### config.mk
export PLATFORM = sky130hd
export DESIGN_NAME = video_test_pattern_generator_flat
export DESIGN_NICKNAME = d
export VERILOG_FILES = /design/src/hw/rtl/vtpg_pkg.sv /design/src/hw/rtl/vtpg_req_if.sv /design/src/hw/rtl/vtpg_pix_if.sv /design/src/hw/rtl/vtpg_acc_step.sv /design/src/hw/rtl/vtpg_pixel_core.sv /design/src/hw/rtl/video_test_pattern_generator.sv /design/src/flat_wrapper.sv
export SDC_FILE = /design/constraint.sdc
export NUM_CORES = 1
export LEC_CHECK = 0
export ABC_AREA = 1
export BUFFER_PORTS_ARGS = -buffer_cell sky130_fd_sc_hd__buf_2
export CAP_MARGIN = 20
export CELL_PAD_IN_SITES_DETAIL_PLACEMENT = 0
export CELL_PAD_IN_SITES_GLOBAL_PLACEMENT = 1
export CORE_MARGIN = 10
export CORE_UTILIZATION = 25
export DETAILED_ROUTE_END_ITERATION = 8
export PLACE_DENSITY_LB_ADDON = 0.1
export SLEW_MARGIN = 20
export SYNTH_ARGS = -nofsm -noshare
export SYNTH_HDL_FRONTEND = slang
export SYNTH_SLANG_ARGS = --single-unit
export TNS_END_PERCENT = 5
### constraint.sdc
create_clock -name clk -period 6 [get_ports clk]
set_input_delay 1.2 -clock clk [delete_from_list [all_inputs] [get_ports clk]]
set_output_delay 1.2 -clock clk [all_outputs]
set_load 0.1 [all_outputs]
### src/hw/rtl/vtpg_pkg.sv
// Shared types, constants and register indexes of the video test pattern generator.
package vtpg_pkg;

    // Fixed field widths
    localparam int INTENSITY_W = 8;
    localparam int COORD_W     = 11;
    localparam int SIZE_W      = 12;
    localparam int STEP_W      = 25;
    localparam int CFG_INDEX_W = 3;
    localparam int CFG_DATA_W  = 25;

    // Parameter defaults
    localparam int MAX_WIDTH_DEFAULT     = 2048;
    localparam int MAX_HEIGHT_DEFAULT    = 2048;
    localparam int FRACTION_BITS_DEFAULT = 16;

    // Register reset values
    localparam logic              PATTERN_RESET      = 1'b1;
    localparam logic [SIZE_W-1:0] FRAME_WIDTH_RESET  = 12'd1280;
    localparam logic [SIZE_W-1:0] FRAME_HEIGHT_RESET = 12'd720;
    localparam logic [STEP_W-1:0] COLUMN_STEP_RESET  = 25'd3407872;
    localparam logic [STEP_W-1:0] ROW_STEP_RESET     = 25'd46603;

    // Bar sequencing
    localparam logic [3:0] BAR_FIRST = 4'd1;
    localparam logic [3:0] BAR_LAST  = 4'd7;
    localparam logic [3:0] BAR_MAX   = 4'd15;

    localparam logic [INTENSITY_W-1:0] INTENSITY_FULL = 8'd255;

    typedef enum logic [CFG_INDEX_W-1:0] {
        REG_PATTERN_SELECT = 3'd0,
        REG_FRAME_WIDTH    = 3'd1,
        REG_FRAME_HEIGHT   = 3'd2,
        REG_COLUMN_STEP    = 3'd3,
        REG_ROW_STEP       = 3'd4
    } cfg_index_t;

    typedef struct packed {
        logic              pattern_select;
        logic [SIZE_W-1:0] frame_width;
        logic [SIZE_W-1:0] frame_height;
        logic [STEP_W-1:0] column_step;
        logic [STEP_W-1:0] row_step;
    } cfg_t;

    typedef struct packed {
        logic [INTENSITY_W-1:0] red_value;
        logic [INTENSITY_W-1:0] blue_value;
        logic [INTENSITY_W-1:0] green_value;
        logic [COORD_W-1:0]     pixel_column;
        logic [COORD_W-1:0]     pixel_row;
        logic                   end_of_line;
        logic                   end_of_frame;
    } pixel_t;

endpackage

### src/hw/rtl/vtpg_req_if.sv
// Request channel interface: one frame-restart flag per pixel request.
interface vtpg_req_if;
    logic valid;
    logic ready;
    logic restart_frame;

    modport source (output valid, output restart_frame, input ready);
    modport sink   (input valid, input restart_frame, output ready);
endinterface

### src/hw/rtl/vtpg_pix_if.sv
// Pixel channel interface: color, position and line/frame markers of one pixel.
interface vtpg_pix_if;
    logic                                 valid;
    logic                                 ready;
    logic [vtpg_pkg::INTENSITY_W-1:0]     red_value;
    logic [vtpg_pkg::INTENSITY_W-1:0]     blue_value;
    logic [vtpg_pkg::INTENSITY_W-1:0]     green_value;
    logic [vtpg_pkg::COORD_W-1:0]         pixel_column;
    logic [vtpg_pkg::COORD_W-1:0]         pixel_row;
    logic                                 end_of_line;
    logic                                 end_of_frame;

    modport source (output valid, output red_value, output blue_value, output green_value,
                    output pixel_column, output pixel_row, output end_of_line,
                    output end_of_frame, input ready);
    modport sink   (input valid, input red_value, input blue_value, input green_value,
                    input pixel_column, input pixel_row, input end_of_line,
                    input end_of_frame, output ready);
endinterface

### src/hw/rtl/vtpg_acc_step.sv
// Saturating add or subtract of an unsigned step to a signed fixed-point accumulator.
module vtpg_acc_step #(
    parameter int ACC_W  = 26,
    parameter int STEP_W = 25
) (
    input  logic signed [ACC_W-1:0]  acc,
    input  logic        [STEP_W-1:0] step,
    input  logic                     subtract,
    output logic signed [ACC_W-1:0]  result
);
    localparam int SUM_W = ((ACC_W > STEP_W) ? ACC_W : STEP_W) + 2;
    localparam logic signed [ACC_W-1:0] ACC_MAX = {1'b0, {(ACC_W-1){1'b1}}};
    localparam logic signed [ACC_W-1:0] ACC_MIN = {1'b1, {(ACC_W-1){1'b0}}};

    logic signed [SUM_W-1:0] acc_ext;
    logic signed [SUM_W-1:0] step_ext;
    logic signed [SUM_W-1:0] sum;

    always_comb
    begin
        acc_ext  = SUM_W'(acc);
        step_ext = SUM_W'($signed({1'b0, step}));
        sum      = subtract ? (acc_ext - step_ext) : (acc_ext + step_ext);
        // clamp to the accumulator range
        if (sum > SUM_W'(ACC_MAX))
        begin
            result = ACC_MAX;
        end
        else if (sum < SUM_W'(ACC_MIN))
        begin
            result = ACC_MIN;
        end
        else
        begin
            result = ACC_W'(sum);
        end
    end
endmodule

### src/hw/rtl/vtpg_pixel_core.sv
// Raster counters, ramp accumulators and color selection for the current pixel.
module vtpg_pixel_core #(
    parameter int MAX_WIDTH     = vtpg_pkg::MAX_WIDTH_DEFAULT,
    parameter int MAX_HEIGHT    = vtpg_pkg::MAX_HEIGHT_DEFAULT,
    parameter int FRACTION_BITS = vtpg_pkg::FRACTION_BITS_DEFAULT
) (
    input  logic             clk,
    input  logic             rst_n,
    input  vtpg_pkg::cfg_t   cfg,
    input  logic             advance,
    input  logic             restart,
    output vtpg_pkg::pixel_t pixel
);
    localparam int CW    = $clog2(MAX_WIDTH);
    localparam int RW    = $clog2(MAX_HEIGHT);
    localparam int WW    = $clog2(MAX_WIDTH + 1) + 1;
    localparam int HW    = $clog2(MAX_HEIGHT + 1) + 1;
    localparam int ACC_W = FRACTION_BITS + 10;
    localparam int SZ_W  = vtpg_pkg::SIZE_W + 1;

    localparam logic signed [ACC_W-1:0] FULL_SCALE = {2'b01, {(FRACTION_BITS+8){1'b0}}};
    localparam logic [SZ_W-1:0] MAX_W_CFG = SZ_W'(MAX_WIDTH);
    localparam logic [SZ_W-1:0] MAX_H_CFG = SZ_W'(MAX_HEIGHT);

    function automatic logic [vtpg_pkg::INTENSITY_W-1:0] to_intensity(
        input logic signed [ACC_W-1:0] v
    );
        logic [vtpg_pkg::INTENSITY_W-1:0] res;
        if (v[ACC_W-1])
        begin
            res = '0;
        end
        else if (v >= FULL_SCALE)
        begin
            res = vtpg_pkg::INTENSITY_FULL;
        end
        else
        begin
            res = v[FRACTION_BITS +: vtpg_pkg::INTENSITY_W];
        end
        return res;
    endfunction

    logic [CW-1:0]             col_reg, col_next, col_cur;
    logic [RW-1:0]             row_reg, row_next, row_cur;
    logic signed [ACC_W-1:0]   red_reg, red_next, red_cur, red_adj;
    logic signed [ACC_W-1:0]   blue_reg, blue_next, blue_cur, blue_adj;
    logic signed [ACC_W-1:0]   bar_reg, bar_next, bar_cur, bar_adj;
    logic signed [ACC_W-1:0]   green_reg, green_next, green_cur, green_adj;
    logic [3:0]                interval_reg, interval_next, interval_cur;

    logic [WW-1:0] w_eff, col_ext, col_inc, q1, q2, q3;
    logic [HW-1:0] h_eff, row_ext, row_inc, half_h;
    logic          eol, eof;
    logic          in_q1, in_q3, red_sub, green_sub;
    logic [vtpg_pkg::INTENSITY_W-1:0] bar_int;

    // clamp the configured size into the supported range
    always_comb
    begin
        if (cfg.frame_width == '0)
        begin
            w_eff = WW'(1);
        end
        else if ({1'b0, cfg.frame_width} > MAX_W_CFG)
        begin
            w_eff = WW'(MAX_WIDTH);
        end
        else
        begin
            w_eff = WW'(cfg.frame_width);
        end

        if (cfg.frame_height == '0)
        begin
            h_eff = HW'(1);
        end
        else if ({1'b0, cfg.frame_height} > MAX_H_CFG)
        begin
            h_eff = HW'(MAX_HEIGHT);
        end
        else
        begin
            h_eff = HW'(cfg.frame_height);
        end
    end

    // restart request takes effect before this pixel is produced
    always_comb
    begin
        col_cur      = restart ? '0 : col_reg;
        row_cur      = restart ? '0 : row_reg;
        red_cur      = restart ? FULL_SCALE : red_reg;
        blue_cur     = restart ? '0 : blue_reg;
        bar_cur      = restart ? '0 : bar_reg;
        green_cur    = restart ? '0 : green_reg;
        interval_cur = restart ? vtpg_pkg::BAR_FIRST : interval_reg;
    end

    always_comb
    begin
        col_ext   = WW'(col_cur);
        col_inc   = col_ext + WW'(1);
        row_ext   = HW'(row_cur);
        row_inc   = row_ext + HW'(1);
        eol       = (col_inc >= w_eff);
        eof       = eol && (row_inc >= h_eff);
        q1        = w_eff >> 2;
        q2        = q1 << 1;
        q3        = q1 + q2;
        half_h    = h_eff >> 1;
        in_q1     = (col_ext < q1);
        in_q3     = !in_q1 && !(col_ext < q2) && (col_ext < q3);
        red_sub   = in_q1 || in_q3;
        green_sub = !(row_ext < half_h);
    end

    vtpg_acc_step #(.ACC_W(ACC_W), .STEP_W(vtpg_pkg::STEP_W)) u_red_step (
        .acc(red_cur), .step(cfg.column_step), .subtract(red_sub), .result(red_adj)
    );
    vtpg_acc_step #(.ACC_W(ACC_W), .STEP_W(vtpg_pkg::STEP_W)) u_blue_step (
        .acc(blue_cur), .step(cfg.column_step), .subtract(in_q3), .result(blue_adj)
    );
    vtpg_acc_step #(.ACC_W(ACC_W), .STEP_W(vtpg_pkg::STEP_W)) u_bar_step (
        .acc(bar_cur), .step(cfg.column_step), .subtract(1'b0), .result(bar_adj)
    );
    vtpg_acc_step #(.ACC_W(ACC_W), .STEP_W(vtpg_pkg::STEP_W)) u_green_step (
        .acc(green_cur), .step(cfg.row_step), .subtract(green_sub), .result(green_adj)
    );

    // pixel color and position
    always_comb
    begin
        bar_int = to_intensity(bar_cur);
        if (!cfg.pattern_select)
        begin
            pixel.red_value   = to_intensity(red_cur);
            pixel.blue_value  = to_intensity(blue_cur);
            pixel.green_value = to_intensity(green_cur);
        end
        else if (interval_cur > vtpg_pkg::BAR_LAST)
        begin
            pixel.red_value   = vtpg_pkg::INTENSITY_FULL;
            pixel.blue_value  = vtpg_pkg::INTENSITY_FULL;
            pixel.green_value = vtpg_pkg::INTENSITY_FULL;
        end
        else
        begin
            // bar number bits enable red, blue and green in that order
            pixel.red_value   = interval_cur[0] ? bar_int : '0;
            pixel.blue_value  = interval_cur[1] ? bar_int : '0;
            pixel.green_value = interval_cur[2] ? bar_int : '0;
        end
        pixel.pixel_column = vtpg_pkg::COORD_W'(col_cur);
        pixel.pixel_row    = vtpg_pkg::COORD_W'(row_cur);
        pixel.end_of_line  = eol;
        pixel.end_of_frame = eof;
    end

    // state after this pixel
    always_comb
    begin
        col_next      = CW'(col_inc);
        row_next      = row_cur;
        red_next      = red_cur;
        blue_next     = blue_cur;
        bar_next      = bar_cur;
        green_next    = green_cur;
        interval_next = interval_cur;
        if (eof)
        begin
            col_next      = '0;
            row_next      = '0;
            red_next      = FULL_SCALE;
            blue_next     = '0;
            bar_next      = '0;
            green_next    = '0;
            interval_next = vtpg_pkg::BAR_FIRST;
        end
        else if (eol)
        begin
            col_next      = '0;
            row_next      = RW'(row_inc);
            red_next      = FULL_SCALE;
            blue_next     = '0;
            bar_next      = '0;
            green_next    = green_adj;
            interval_next = vtpg_pkg::BAR_FIRST;
        end
        else
        begin
            red_next  = (col_ext < q3) ? red_adj : '0;
            blue_next = in_q1 ? '0 : blue_adj;
            if (bar_adj >= FULL_SCALE)
            begin
                bar_next = '0;
                if (interval_cur < vtpg_pkg::BAR_MAX)
                begin
                    interval_next = interval_cur + 4'd1;
                end
            end
            else
            begin
                bar_next = bar_adj;
            end
        end
    end

    always_ff @(posedge clk or negedge rst_n)
    begin
        if (!rst_n)
        begin
            col_reg      <= '0;
            row_reg      <= '0;
            red_reg      <= FULL_SCALE;
            blue_reg     <= '0;
            bar_reg      <= '0;
            green_reg    <= '0;
            interval_reg <= vtpg_pkg::BAR_FIRST;
        end
        else if (advance)
        begin
            col_reg      <= col_next;
            row_reg      <= row_next;
            red_reg      <= red_next;
            blue_reg     <= blue_next;
            bar_reg      <= bar_next;
            green_reg    <= green_next;
            interval_reg <= interval_next;
        end
    end
endmodule

### src/hw/rtl/video_test_pattern_generator.sv
// Top level of the video test pattern generator: config registers and pixel output stage.
//
//  Channel  Dir  Payload                                         Accept
//  req      in   restart_frame                                   req.valid & req.ready
//  pix      out  red/blue/green_value, pixel_column/row, eol/eof pix.valid & pix.ready
//  cfg      in   cfg_index, cfg_data                             cfg_write
//
//  One pixel per clock unless pix stalls: each request produces its pixel in the output
//  register in the cycle after acceptance; the raster counters and ramp accumulators
//  update in the same edge. A new request is taken whenever the output register is
//  empty or being drained, so stalls on pix backpressure req only for the cycles they
//  last. Reset (rst_n, async, active low) loads the register defaults and parks the
//  raster at pixel zero of a new frame with an empty output register.
module video_test_pattern_generator #(
    parameter int MAX_WIDTH     = vtpg_pkg::MAX_WIDTH_DEFAULT,
    parameter int MAX_HEIGHT    = vtpg_pkg::MAX_HEIGHT_DEFAULT,
    parameter int FRACTION_BITS = vtpg_pkg::FRACTION_BITS_DEFAULT
) (
    input  logic                               clk,
    input  logic                               rst_n,
    input  logic                               cfg_write,
    input  logic [vtpg_pkg::CFG_INDEX_W-1:0]   cfg_index,
    input  logic [vtpg_pkg::CFG_DATA_W-1:0]    cfg_data,
    vtpg_req_if.sink                           req,
    vtpg_pix_if.source                         pix
);
    vtpg_pkg::cfg_t   cfg_reg;
    vtpg_pkg::pixel_t core_pixel;
    vtpg_pkg::pixel_t pixel_reg;
    logic             out_valid_reg;
    logic             accept;

    // Configuration writes; unknown indexes are dropped.
    always_ff @(posedge clk or negedge rst_n)
    begin
        if (!rst_n)
        begin
            cfg_reg.pattern_select <= vtpg_pkg::PATTERN_RESET;
            cfg_reg.frame_width    <= vtpg_pkg::FRAME_WIDTH_RESET;
            cfg_reg.frame_height   <= vtpg_pkg::FRAME_HEIGHT_RESET;
            cfg_reg.column_step    <= vtpg_pkg::COLUMN_STEP_RESET;
            cfg_reg.row_step       <= vtpg_pkg::ROW_STEP_RESET;
        end
        else if (cfg_write)
        begin
            unique case (vtpg_pkg::cfg_index_t'(cfg_index))
                vtpg_pkg::REG_PATTERN_SELECT:
                    cfg_reg.pattern_select <= cfg_data[0];
                vtpg_pkg::REG_FRAME_WIDTH:
                    cfg_reg.frame_width <= cfg_data[vtpg_pkg::SIZE_W-1:0];
                vtpg_pkg::REG_FRAME_HEIGHT:
                    cfg_reg.frame_height <= cfg_data[vtpg_pkg::SIZE_W-1:0];
                vtpg_pkg::REG_COLUMN_STEP:
                    cfg_reg.column_step <= cfg_data[vtpg_pkg::STEP_W-1:0];
                vtpg_pkg::REG_ROW_STEP:
                    cfg_reg.row_step <= cfg_data[vtpg_pkg::STEP_W-1:0];
                default:
                begin
                end
            endcase
        end
    end

    // Take a request whenever the output register is empty or frees up this cycle.
    assign req.ready = !out_valid_reg || pix.ready;
    assign accept    = req.valid && req.ready;

    vtpg_pixel_core #(
        .MAX_WIDTH    (MAX_WIDTH),
        .MAX_HEIGHT   (MAX_HEIGHT),
        .FRACTION_BITS(FRACTION_BITS)
    ) u_core (
        .clk    (clk),
        .rst_n  (rst_n),
        .cfg    (cfg_reg),
        .advance(accept),
        .restart(req.restart_frame),
        .pixel  (core_pixel)
    );

    // Output valid flag: set on a new pixel, clear once taken.
    always_ff @(posedge clk or negedge rst_n)
    begin
        if (!rst_n)
        begin
            out_valid_reg <= 1'b0;
        end
        else if (accept)
        begin
            out_valid_reg <= 1'b1;
        end
        else if (pix.ready)
        begin
            out_valid_reg <= 1'b0;
        end
    end

    // Hold the pixel payload until the next accepted request.
    always_ff @(posedge clk)
    begin
        if (accept)
        begin
            pixel_reg <= core_pixel;
        end
    end

    assign pix.valid        = out_valid_reg;
    assign pix.red_value    = pixel_reg.red_value;
    assign pix.blue_value   = pixel_reg.blue_value;
    assign pix.green_value  = pixel_reg.green_value;
    assign pix.pixel_column = pixel_reg.pixel_column;
    assign pix.pixel_row    = pixel_reg.pixel_row;
    assign pix.end_of_line  = pixel_reg.end_of_line;
    assign pix.end_of_frame = pixel_reg.end_of_frame;
endmodule
### src/flat_wrapper.sv
// flat-port wrapper written by rule: the top's interface ports become plain ports
module video_test_pattern_generator_flat 
#(
    parameter int MAX_WIDTH     = vtpg_pkg::MAX_WIDTH_DEFAULT,
    parameter int MAX_HEIGHT    = vtpg_pkg::MAX_HEIGHT_DEFAULT,
    parameter int FRACTION_BITS = vtpg_pkg::FRACTION_BITS_DEFAULT
)
  (clk, rst_n, cfg_write, cfg_index, cfg_data, req_valid, req_restart_frame, req_ready, pix_valid, pix_red_value, pix_blue_value, pix_green_value, pix_pixel_column, pix_pixel_row, pix_end_of_line, pix_end_of_frame, pix_ready);
  vtpg_req_if req_i ();
  vtpg_pix_if pix_i ();
  input  logic clk;
  input  logic rst_n;
  input  logic cfg_write;
  input  logic [vtpg_pkg::CFG_INDEX_W-1:0] cfg_index;
  input  logic [vtpg_pkg::CFG_DATA_W-1:0] cfg_data;
  input wire logic [$bits(req_i.valid)-1:0] req_valid;
  input wire logic [$bits(req_i.restart_frame)-1:0] req_restart_frame;
  output wire logic [$bits(req_i.ready)-1:0] req_ready;
  output wire logic [$bits(pix_i.valid)-1:0] pix_valid;
  output wire logic [$bits(pix_i.red_value)-1:0] pix_red_value;
  output wire logic [$bits(pix_i.blue_value)-1:0] pix_blue_value;
  output wire logic [$bits(pix_i.green_value)-1:0] pix_green_value;
  output wire logic [$bits(pix_i.pixel_column)-1:0] pix_pixel_column;
  output wire logic [$bits(pix_i.pixel_row)-1:0] pix_pixel_row;
  output wire logic [$bits(pix_i.end_of_line)-1:0] pix_end_of_line;
  output wire logic [$bits(pix_i.end_of_frame)-1:0] pix_end_of_frame;
  input wire logic [$bits(pix_i.ready)-1:0] pix_ready;
  assign req_i.valid = req_valid;
  assign req_i.restart_frame = req_restart_frame;
  assign req_ready = req_i.ready;
  assign pix_valid = pix_i.valid;
  assign pix_red_value = pix_i.red_value;
  assign pix_blue_value = pix_i.blue_value;
  assign pix_green_value = pix_i.green_value;
  assign pix_pixel_column = pix_i.pixel_column;
  assign pix_pixel_row = pix_i.pixel_row;
  assign pix_end_of_line = pix_i.end_of_line;
  assign pix_end_of_frame = pix_i.end_of_frame;
  assign pix_i.ready = pix_ready;
  video_test_pattern_generator #(.MAX_WIDTH(MAX_WIDTH), .MAX_HEIGHT(MAX_HEIGHT), .FRACTION_BITS(FRACTION_BITS)) u_core (.clk(clk), .rst_n(rst_n), .cfg_write(cfg_write), .cfg_index(cfg_index), .cfg_data(cfg_data), .req(req_i), .pix(pix_i));
endmodule
* Word level (Yosys, flattened, before mapping)
Index checks and enable logic that the tools add are counted.
** Word-level totals
- Logic and storage cells :: 132
- Output and inout port bits :: 50
- Register bits :: 254
- Input port bits :: 34
** Cells by class
- Equality and inequality tests :: 4
- Mux-type cells :: 56
- Reductions and logical operators :: 18
- $add $sub $neg :: 11
- $lt $le $gt $ge :: 23
** Operator list (number)
- two-way mux 26 bit :: 23
- greater-or-equal comparator 26 bit (second input constant) :: 5
- greater-than comparator 28 x 26 -> 1 bit (second input constant) :: 4
- less-than comparator 28 x 26 -> 1 bit (second input constant) :: 4
- adder 26 x 26 -> 27 bit :: 4
- two-way mux 8 bit :: 11
- two-way mux 28 bit :: 3
- subtractor 26 x 26 -> 27 bit :: 3
- two-way mux 11 bit :: 6
- two-way mux 24 bit :: 2
- greater-or-equal comparator 12 x 13 -> 1 bit :: 2
- two-way mux 13 bit :: 2
- adder 11 x 1 -> 12 bit (second input constant) :: 2
- greater-than comparator 12 bit (second input constant) :: 2
- zero test 12 bit :: 2
- less-than comparator 11 x 12 -> 1 bit :: 2
- two-way mux 12 bit :: 2
- two-way mux 4 bit :: 5
- adder 11 x 12 -> 13 bit :: 1
- less-than comparator 11 x 13 -> 1 bit :: 1
- less-than comparator 11 bit :: 1
- AND reduction 2 bit :: 5
- equality test 3 x 2 -> 1 bit (second input constant) :: 2
- adder 4 x 1 -> 4 bit (second input constant) :: 1
- other kinds (10) :: 17

* Depth between registers and ports, before layout
- Word-level depth :: 15
- Gate-level depth with buffers :: 47
- Depth with buffers taken out :: 46

* By module
From an unflattened synthesis, not the netlist that was laid out.
** Second synthesis, totals
- Cell total of the unflattened synthesis :: 3939
- Area total of the unflattened synthesis :: 25050.3 um^2
** Modules (own cells, without submodules)
- vtpg_pixel_core :: times used 1, cells each 1478, area each 9779.4 um^2, seq. area each 3255.6 um^2
- vtpg_acc_step (u_core.u_core.u_bar_step ...) :: times used 3, cells each 520, area each 2696.3 um^2, seq. area each 0.0 um^2
- video_test_pattern_generator :: times used 1, cells each 390, area each 4549.4 um^2, seq. area each 3365.7 um^2
- vtpg_acc_step (u_core.u_core.u_green_step) :: times used 1, cells each 511, area each 2632.5 um^2, seq. area each 0.0 um^2

* Worst setup path after synthesis
OpenSTA, ideal clock, no wires.
- Kind :: in2reg
- Start :: input port req_restart_frame
- End :: register u_core.u_core.green_reg[10]
- Setup time :: 116 ps
- Path buffers :: 7
- Arrival :: 5785 ps
- Required time :: 5884 ps
- Setup slack :: 99 ps
- Stages :: 31
- Cell sequence :: buf_4 clkbuf_1 buf_2 buf_2 buf_2 buf_1 nor2_1 ha_1 o21ai_1 nand2_1 nand2_1 nand2_1 nand2_1 nand2_1 clkinv_1 nand2_1 o21ai_0 xor2_1 ha_1 a21o_1 a21oi_1 o21ai_0 a221oi_1 nand2_1 xor2_1 inv_1 nand2_4 buf_6 nand3_1 nand2_1 nand2_1
** RTL lines
- start: declaration :: RTL line flat_wrapper.sv:17 : input wire logic [$bits(req_i.restart_frame)-1:0] req_restart_frame;
- end signal: assignment :: RTL line vtpg_pixel_core.sv:228 : green_reg <= green_next;
- end: declaration :: RTL line vtpg_pixel_core.sv:49 : logic signed [ACC_W-1:0] green_reg, green_next, green_cur, green_adj;

* Worst setup path after layout
- Start :: register u_core.cfg_reg[70] (netlist bit)
- End :: register u_core.u_core.blue_reg[8]
** On the way
- Word-level cells in the longest chain between the ends :: 14
- Elaborated cells between the ends (all ways) :: 22
- Classes of those cells :: 1 x add/sub; 7 x order compare; 8 x mux; 6 x reduce/logical
** Ends and longest elaborated chain
- start: declaration :: RTL line video_test_pattern_generator.sv:27 : vtpg_pkg::cfg_t cfg_reg;
- greater-than comparator 12 bit :: RTL line vtpg_pixel_core.sv:65 : else if ({1'b0, cfg.frame_width} > MAX_W_CFG)
- two-way mux 12 bit :: RTL line vtpg_pixel_core.sv:65
- two-way mux 13 bit * :: RTL line vtpg_pixel_core.sv:61 : if (cfg.frame_width == '0)
- branches (longest 10 deep; another with less-than comparator 28 x 26 -> 1 bit)
- two-way mux 26 bit * :: RTL line vtpg_pixel_core.sv:170 : if (eof)
- end signal: assignment :: RTL line vtpg_pixel_core.sv:226 : blue_reg <= blue_next;
- end: declaration :: RTL line vtpg_pixel_core.sv:47 : logic signed [ACC_W-1:0] blue_reg, blue_next, blue_cur, blue_adj;
Every way passes the cells marked *.
A chain may end at the register's enable or synchronous reset.

==> impl_metrics.yaml <==
outcome:
  status: "finished, final reports clean"
flow_run:
  drv_cap: 0
sta:
  fmax_mhz: 167
  hold-worst-slack_ns: 0.475
  setup_viol: 0
  worst_slew_pin_slew_ns: 0.943
  finalClockSkew_ns: 0.0393
  min_period_ns: 5.98
  slew-limit-headroom_pct: 37.1
  hold_viol_final: 0
  rsz0062_at_grt: "yes"
  finalWorstSetupSlack_ns: 0.0188
  final_min_period_over_clock_period_pct: 99.7
  slew_viol_final: 0
grt:
  antenna_found_initial: 0
  grt_max_degree: 127
  globalRouteOverflowTotal: 0
  grt_pass1_vias: 20035
  grt_pass1_wl_um: 120000
  grt.total_usage_pct: 16.2
drt:
  drtAntennaViolNets: 0
  detail_route.wl_per_cell_um: 18.5
  drtIter0Drc: 1299
  vias: 20215
  vias_per_cell: 4.68
  drc: 0
  firstDrtPassIters: 5
  drt_wl_total_um: 79700
cells_and_area:
  fillers: 8980
  final_common_cell: "nand2_1"
  area_growth_pct: 28.6
  final_util_pct: 32.3
  largest_register_ffs: 75
  layout_common_cells: "nand2_1, inv_1, buf_4"
  fin_nets: 3426
  stdcell_area_um2: 26900
  final_layout_size_suffix_gt1_share_pct: 22.4
clock_network:
  clk_pin_slew_ns: 0.06
  cts_tree: "yes"
  cts_hold_buf: 0
  h-tree-depth: 2
  cts-buffers-inserted: 37
  clockRootBuffer: "clkbuf_16"
  insertion_delay_ns: 0.58
  cts_buffer_depth: 3
  clock_sinks: 254
pwr:
  peakVddDrop_mv: 0.287
  p_leak_nw: 13.3
  powerDensity_nw_per_um2: 479
  p_total_w: 0.0129
floorplan:
  initial_core_util_pct: 25.1
  core_um2: 83300
  fp.dieH_um: 309
  pin_count: 84
  die_w_um: 309
  die_area_um2: 95700
  rows: 106
place:
  gp_congestion: 0.882
  portBuffers: 83
  place_ws_ns: -0.520
  placed_area_um2: 24600
  hpwl_um: 60900
critical_path:
  cp_data_required_time_ns: 6.43
  rrSetupSlack_ns: 0.02
  cpMostUsedCell: "nand2_1"
  r2r_start: "u_core.cfg_reg[70]$_DFFE_PN1P_"
  cp_max_fo: 8
  cp-end-kind: "flop"
  critical_path_class: "reg2reg"
  cpMaxStageDelayCell: "dfstp_2"
  timing.rr.end: "u_core.u_core.blue_reg[8]$_DFFE_PN0P_"
  rr_worst_depth: 39
  critical-path-max-stage-delay_ns: 0.54
  worstSetupStartpointType: "flop"
  crit_arrival_ns: 6.41
synth:
  syn_inst: 2852
  synth_top_cells_by_area: "dfrtp_1, nand2_1, ha_1"
  netlist_area_um2: 20900
  yosysWarnings: 0
  synth_cell_type_count: 68
  synth.top_cell.area_share_pct: 22.2
  synth_nets: 3069
  synth_area_per_cell_um2: 7.34
  ys_seq_area_share_pct: 31.6
  synth-seq-cells: 254
  post-synth-top-area-cell: "dfrtp_1"
worst_hold_path:
  hp-class: "reg2reg"
  min_from: "u_core.u_core.green_reg[20]$_DFFE_PN0P_"
  hold_depth: 2
  worstHoldEndpoint: "u_core.u_core.green_reg[20]$_DFFE_PN0P_"
## critical path: cells and delay by family, from the launching register on
kind	cells	cell delay [ns]
AOI/OAI and AO/OA	7	1.12
xor gates and xnor gates	1	0.14
adders and majority gates	4	1.09
DFF	1	0.54
buffers and inverters	8	1.13
and+or+nand+nor	19	1.77
## how the worst max path moves through the flow
stage                     cells after the start                            from  slack [ns]                                       to
after floorplan                              31               req_restart_frame         0.1  u_core.u_core.green_reg[10]$_DFFE_PN0P_
after global placement                       41  u_core.cfg_reg[69]$_DFFE_PN0P_       -0.40    u_core.u_core.red_reg[17]$_DFFE_PN0P_
after detailed placement                     38  u_core.cfg_reg[71]$_DFFE_PN0P_       -0.52     u_core.u_core.red_reg[7]$_DFFE_PN0P_
after CTS                                    44  u_core.cfg_reg[69]$_DFFE_PN0P_       -0.01     u_core.u_core.red_reg[7]$_DFFE_PN0P_
after global routing                         46  u_core.cfg_reg[62]$_DFFE_PN0P_       -0.44    u_core.u_core.red_reg[14]$_DFFE_PN0P_
final                                        39  u_core.cfg_reg[70]$_DFFE_PN1P_        0.02    u_core.u_core.blue_reg[8]$_DFFE_PN0P_
## cells by family (layout without fill, tap and decap cells)
| group | Yosys count | after routing | synth area share [%] |
|---|---|---|---|
| and+or+nand+nor | 1188 | 1188 | 24.3 |
| AOI/OAI and AO/OA | 624 | 624 | 17.7 |
| buffers and inverters | 445 | 831 | 8.66 |
| DFF | 254 | 254 | 31.6 |
| adders and majority gates | 183 | 183 | 11.1 |
| xor gates and xnor gates | 158 | 158 | 6.64 |
| other | 0 | 1 | 0 |
## stage by stage
stage | instances | setup TNS (ns)
2_1_floorplan | 2852 | 0
3_3_place_gp | 4210 | -16.46
3_5_place_dp | 4210 | -19.99
4_1_cts | 4285 | -0.0148
5_1_grt | 4318 | -19.84
6_report | 4319 | 0
## report_power, final
| group | internal (W) | switching, W |
|---|---|---|
| logic | 0.00324 | 0.00476 |
| clock network | 0.00133 | 0.000930 |
| registers | 0.00228 | 0.000357 |
## synth_stat cells (all sizes together)
| cell type | n |
|---|---|
| o211ai | 68 |
| o21ai | 304 |
| dlygate4sd3 | 1 |
| a31oi | 12 |
| xnor2 | 59 |
| clkbuf | 48 |
| a21oi | 164 |
| o21bai | 3 |
| a31o | 1 |
| buf | 43 |
| a211oi | 1 |
| or2 | 3 |
| and2 | 1 |
| xor2 | 99 |
| edfxtp | 48 |
| o221ai | 2 |
| nand3 | 114 |
| clkinv | 3 |
| dfrtp | 186 |
| a22o | 1 |
| inv | 350 |
| o21a | 10 |
| fa | 5 |
| o22ai | 21 |
| a21o | 20 |
| a221oi | 5 |
| o31ai | 4 |
| nor2 | 301 |
| nand3b | 7 |
| ha | 178 |
| o221a | 2 |
| nor3 | 33 |
| nand2 | 692 |
| nand4 | 22 |
| or4 | 1 |
| nor4 | 14 |
| dfstp | 20 |
| a21boi | 6 |
## timing repair
item / in CTS / in global routing
pin swaps: 7 / 82
cloned: 1 / 6
endpoints found under the setup margin: 52 / 52
setup buffers: 6 / 27
resized for setup: 45 / 138
## metal layers
layer  wire length [µm]  track usage [%]  share of wire, %  up-vias
li1                   -                -                 -    10177
met1              40700             23.6                51     9624
met2              34100             24.8                43      334
met3               3070             2.26               3.9       80
met4               1860             4.18               2.3        0
met5                  0                0                 0        -
## area by class of cell
| class | instances | area [µm²] | area share (%) |
|---|---|---|---|
| clock buffer | 51 | 1060 | 3.93 |
| clock inverter | 17 | 175 | 0.650 |
| tap | 1080 | 1350 | 5.02 |
| multi-input combinational | 2153 | 13100 | 48.7 |
| timing repair buffer | 410 | 3260 | 12.1 |
| inverter | 353 | 1340 | 4.96 |
| sequential | 254 | 6620 | 24.6 |
| antenna | 1 | 2.50 | 0.00929 |
Note: power is estimated with default switching activity, not from simulation.
